File: config.mk
export PLATFORM = sky130hd
export DESIGN_NAME = suwl_fifo
export DESIGN_NICKNAME = d
export VERILOG_FILES = /design/src/hdl/suwl_pkg.sv /design/src/hdl/suwl_fifo.sv
export SDC_FILE = /design/constraint.sdc
export NUM_CORES = 1
export LEC_CHECK = 0
export BUFFER_PORTS_ARGS = -buffer_cell sky130_fd_sc_hd__buf_4
export CORE_MARGIN = 2
export CORE_UTILIZATION = 40
export CTS_BUF_LIST = sky130_fd_sc_hd__clkbuf_4 sky130_fd_sc_hd__clkbuf_8 sky130_fd_sc_hd__clkbuf_16
export DETAILED_ROUTE_END_ITERATION = 10
export HOLD_SLACK_MARGIN = 0.02
export PLACE_DENSITY = 0.75
export REMOVE_ABC_BUFFERS = 1
export SETUP_SLACK_MARGIN = 0.3
export SYNTH_ARGS = -nofsm -noshare
export SYNTH_HDL_FRONTEND = slang
export SYNTH_SLANG_ARGS = --single-unit
File: constraint.sdc
create_clock -name clock -period 1.85 [get_ports clock]
set_clock_uncertainty 0.2 [all_clocks]
set_input_delay 0.2775 -clock clock [delete_from_list [all_inputs] [get_ports clock]]
set_output_delay 0.2775 -clock clock [all_outputs]
set_load 0.1 [all_outputs]
File: src/hdl/suwl_pkg.sv
`timescale 1ns / 1ps
// ----------------------------------------------------------------------------
// suwl_pkg
// Shared constants and types for the smallest unique window length block.
// ----------------------------------------------------------------------------
package suwl_pkg;

   localparam int MAX_LEN = 1024;
   localparam int ADDR_W  = $clog2(MAX_LEN);
   localparam int CNT_W   = $clog2(MAX_LEN + 2);
   localparam int ELEM_W  = 31;
   localparam int LEN_W   = 11;
   localparam int HASH_W  = 30;
   localparam int KEY_W   = 2 * HASH_W;
   localparam int X_W     = 36;
   localparam int RED_W   = 3;

   localparam logic [HASH_W-1:0] MOD_A = 30'd1000000007;
   localparam logic [HASH_W-1:0] MOD_B = 30'd1000000009;
   localparam logic [X_W-1:0]    BASE_A = 36'd31;
   localparam logic [X_W-1:0]    BASE_B = 36'd37;
   localparam logic [RED_W-1:0]  RED_TOP = 3'd5;

   typedef struct packed {
      logic [CNT_W-1:0] count;
      logic             overflow;
   } job_type;

   typedef enum logic [3:0] {
      S_IDLE,
      S_TRIAL,
      S_WSTART,
      S_READ,
      S_MUL,
      S_RED,
      S_KI_RD,
      S_KI_GET,
      S_KJ_RD,
      S_KJ_CMP,
      S_DONE
   } state_type;

endpackage

File: src/hdl/suwl_fifo.sv
`timescale 1ns / 1ps
// ----------------------------------------------------------------------------
// suwl_fifo
// Two-entry job queue between the loader and the search engine.
// ----------------------------------------------------------------------------
module suwl_fifo import suwl_pkg::*; (
   input  logic    clock,
   input  logic    reset,
   input  logic    push,
   input  job_type push_data,
   output logic    full,
   input  logic    pop,
   output logic    avail,
   output job_type head
);

   job_type    slot_ff [2];
   logic [1:0] fill_ff, fill_in;
   logic       rd_ff, rd_in;
   logic       wr_ptr;
   logic       do_push, do_pop;

   assign full    = fill_ff == 2'd2;
   assign avail   = fill_ff != 2'd0;
   assign do_push = push && !full;
   assign do_pop  = pop && avail;
   assign head    = slot_ff[rd_ff];
   assign wr_ptr  = rd_ff ^ fill_ff[0];

   always_comb begin
      fill_in = fill_ff;
      rd_in   = rd_ff;
      if (do_push && !do_pop) begin
         fill_in = fill_ff + 2'd1;
      end else if (do_pop && !do_push) begin
         fill_in = fill_ff - 2'd1;
      end
      if (do_pop) begin
         rd_in = !rd_ff;
      end
   end

   always_ff @(posedge clock) begin
      if (reset) begin
         fill_ff <= '0;
         rd_ff   <= 1'b0;
      end else begin
         fill_ff <= fill_in;
         rd_ff   <= rd_in;
      end
   end

   always_ff @(posedge clock) begin
      if (do_push) begin
         slot_ff[wr_ptr] <= push_data;
      end
   end

endmodule

Word level (Yosys, flattened, before mapping) --
Memories as Yosys holds them, arrays and structs flattened. A register that Yosys moved wholly into a read port is not among the register bits. Cells that the tools add are included.
Word-level totals: bits of input ports 16, RAM bits 24, logic and storage cells 23, output and inout port bits 14, memories kept 1, register bits 3
Cells by class: reduce and logical (&&, ||, !) cells 10, add/subtract/negate cells 2, muxes and demuxes 6, bitwise logic cells 1, equal/unequal tests 1
Memories:
- slot_ff | words 2, bits a word 12, rd ports 1, clocked after Yosys merged registers in 1, write ports 1, RTL line suwl_fifo.sv:17 | job_type slot_ff [2];
Operators by type and width (number):
- logical AND 1 bit | 4
- logical NOT 1 bit | 4
- two-way mux 1 bit | 4
- two-way mux 2 bit | 2
- nonzero test 2 bit | 2
- adder 2 x 1 -> 2 bit, second input constant | 1
- == test 2 bit, second input constant | 1
- subtractor 2 x 1 -> 2 bit, second input constant | 1
- bitwise XOR 1 bit | 1

Longest topological paths before layout --
depth in word-level cells 7, depth in mapped cells 7

Worst setup path before layout --
No wires, ideal clock.
path type reg-to-reg, from reg fill_ff[0], to reg fill_ff[1], path slack -236 ps, clock period less this slack 2086 ps, data arrival time 1817 ps, data required time 1580 ps, buffers on the path 1, cell stages (with the launch flop) 7, path through dfxtp_1 -> buf_6 -> and2b_2 -> nor2b_1 -> ha_1 -> or3_1 -> a21oi_1
Between the ends: longest elaborated chain between the ends 6, elaborated cells between the ends (all ways) 14, those cells by class add/sub: 2; eq/ne: 1; mux: 2; reduce/logical: 9
RTL lines:
- start, declared | RTL line suwl_fifo.sv:18 | logic [1:0] fill_ff, fill_in;
- start signal, assigned | RTL line suwl_fifo.sv:48 | fill_ff <= fill_in;
- == test 2 bit (*) | RTL line suwl_fifo.sv:23 | assign full = fill_ff == 2'd2;
- named net full | RTL line suwl_fifo.sv:11 | output logic full,
- logical NOT 1 bit (*) | RTL line suwl_fifo.sv:25 | assign do_push = push && !full;
- logical AND 1 bit (*) | RTL line suwl_fifo.sv:25
- logical NOT 1 bit | RTL line suwl_fifo.sv:35 | end else if (do_pop && !do_push) begin
- logical AND 1 bit | RTL line suwl_fifo.sv:35
- nonzero test 2 bit (no source line)
Mark *: on every way through the listed nets, which the timed path passes. The rest lies on a longest branch. The select of a mux whose other input is x is not followed. A chain may end at the register's enable or synchronous reset.

==> flow_summary.yaml <==
yosys:
  synthesis.instances: 62
  synth_warnings: 0
  avgSynthCellArea_um2: 17.4
  synthTopCellsByArea: "edfxtp_1 (67%), mux2_2 (12%), dfxtp_1 (7.4%)"
  synth_area_mm2: 0.00108
  synth.lib_cells_used.distinct: 18
  sequential_fraction_of_the_synthesis_area_pct: 74.1
  ys_ff_latch: 28
  post-synth-top-area-cell: "edfxtp_1"
  post-synth-top-area-fraction_pct: 66.7
timing:
  final-max-slew-violation-count: 0
  worst_hold_slack_ps: 219
  hold_viol_final: 0
  finalWorstPathRequiredPeriod_ps: 1800
  period_utilisation_layout_pct: 97.4
  fmax_mhz: 555
  setup_violations: 0
  unrepaired_setup_endpoints_after_global_routing: "true"
  setup_slack_ps: 49.0
  relSlewSlack_pct: 78.8
  actual_transition_at_the_worst_max_transition_pin_ps: 317
floorplan:
  num_io_pins: 30
  die_width_um: 56.0
  core_region_area_mm2: 0.00252
  die_h_um: 56.0
  die_footprint_mm2: 0.00313
  rows: 18
  start_util_pct: 42.9
worst_setup_path:
  path_class: "reg2out"
  cp_capture_type: "output pin"
  worstPathMaxFanout: 6
  critPathLaunchType: "flop"
  data_arrival_time_of_the_worst_path_ps: 1320
  critPathRequiredTime_ps: 1370
cts:
  htree_levels: 1
  tritoncts: "done"
  clock_path_buffers: 2
  cts.sinks: 28
  clock_insertion_delay_at_the_later_pin_of_the_skew_report_ps: 310
  worst_setup_hold_path_clk_slew_ps: 130
  cts_made_buffers: 3
  cts_root_buffer: "clkbuf_4"
worst_hold_path:
  hp-class: "in2reg"
detailed_routing:
  detail-route-antenna-nets: 0
  drt-vias-per-instance: 4.79
  post-route-drc-count: 0
  wl_per_cell_um: 16.0
  detailedRoute.firstIterationViolations: 14
  routed_wirelength_um: 2420
  detailedRoute.firstPassIterationCount: 4
  detailroute.via_count: 724
finish:
  share_of_layout_cells_above_drive_strength_1_pct: 58.7
  leading_cell_type_in_the_layout_fill_and_taps_excluded: "edfxtp_1"
  flow.area_growth_from_synthesis_pct: 78.9
  fillerInstances: 146
  fin_nets: 139
  antennaDiodeCount: 0
  mostFrequentLayoutCells: "edfxtp_1 (24), buf_4 (19), buf_12 (16)"
placed_design:
  io_buffer_count: 29
  detailedPlace.worstSlack_ps: 44.8
  dp.final_hpwl_um: 1300
  place.gp.congestion: 0.620
grt:
  grt_start_max_net_pins: 16
  initial_antenna_violation_count: 0
  grt_pass1_vias: 792
  grt_overflow: 0
  global_route_wire_length_before_repair_um: 3720
  groute.usage.overall_pct: 15.5
status:
  run_status: "completed"
flow_run:
  cap_violations: 0
==> through the flow <==
stage                     cells  cell area (um^2)  utilization (%)  TNS (ps)
after floorplan              60              1060                -     -2000
after global placement      123              1360             54.0         0
after detailed placement    123              1360             54.0         0
after CTS                   148              1860             73.7         0
after global routing        151              1930             76.7     -95.4
final                       151              1930             76.7         0
==> worst paths after layout <==
check | from | endpoint | slack (ps) | depth (start not counted)
hold reg to reg | fill_ff[1] | fill_ff[1] | 370 | 2
setup reg to reg | fill_ff[0] | fill_ff[1] | 100 | 5
setup / recovery | flop | head[5] | 50 | 3
hold / removal | pop | flop | 220 | 4
==> state kept, by name, indices dropped and copies added (netlist names), named ones only <==
name,count
slot_ff,24
fill_ff,2
rd_ff,1
==> synthesized netlist by cell type <==
library cell / instances
and2_1: 1
mux2_2: 12
or2_2: 1
buf_2: 1
nor3_1: 1
a21oi_1: 2
and2b_2: 1
inv_1: 1
ha_1: 1
o21ai_0: 2
or3_1: 1
nor2b_1: 2
mux2i_1: 1
dfxtp_1: 4
edfxtp_1: 24
buf_6: 1
xor2_1: 3
nor2_1: 3
==> logic make-up (layout without fill, tap and decap cells) <==
group	Yosys count	in the layout	synth area share (%)
buffers and inverters	3	62	1.85
AOI/OAI and AO/OA	4	4	1.85
muxes	13	13	13.4
adders and majority gates	1	1	1.16
DFF	28	28	74.1
and+or+nand+nor	10	10	5.21
xor gates and xnor gates	3	3	2.43
==> final cells by class <==
cell class                 instances  area [um^2]  share of cell area [%]
clock buffer                       3         22.5                    1.16
clock inverter                     1         3.75                   0.194
inverter                           1         3.75                   0.194
multi-input combinational         31          347                    17.9
sequential                        28          810                    41.8
tap                               30         37.5                    1.94
timing repair buffer              57          711                    36.7
==> critical path, stage by stage (launching register included) <==
cell and delay, ps:
dfxtp_2 370, buf_6 150, mux2_4 330, buf_12 170
==> metal layers <==
layer,up-vias,global-route usage (%),share of wire (%)
met1,349,17.1,36
li1,346,-,-
met5,-,0,0
met2,27,30.9,58
met4,0,3.06,0.91
met3,2,2.56,4.5
==> repair_timing <==
action | CTS | global route
pin swaps | 7 | 5
hold buffers | 13 | 0
endpoints found under the hold margin | 28 | 0
buffers inserted | 6 | 2
endpoints found under the setup margin | 28 | 40
gates cloned | 2 | 1
resized for setup | 69 | 13
Power is left out: the tool's default activity adds up to more than one toggle a clock period on the data nets, which glitch-free logic cannot reach.
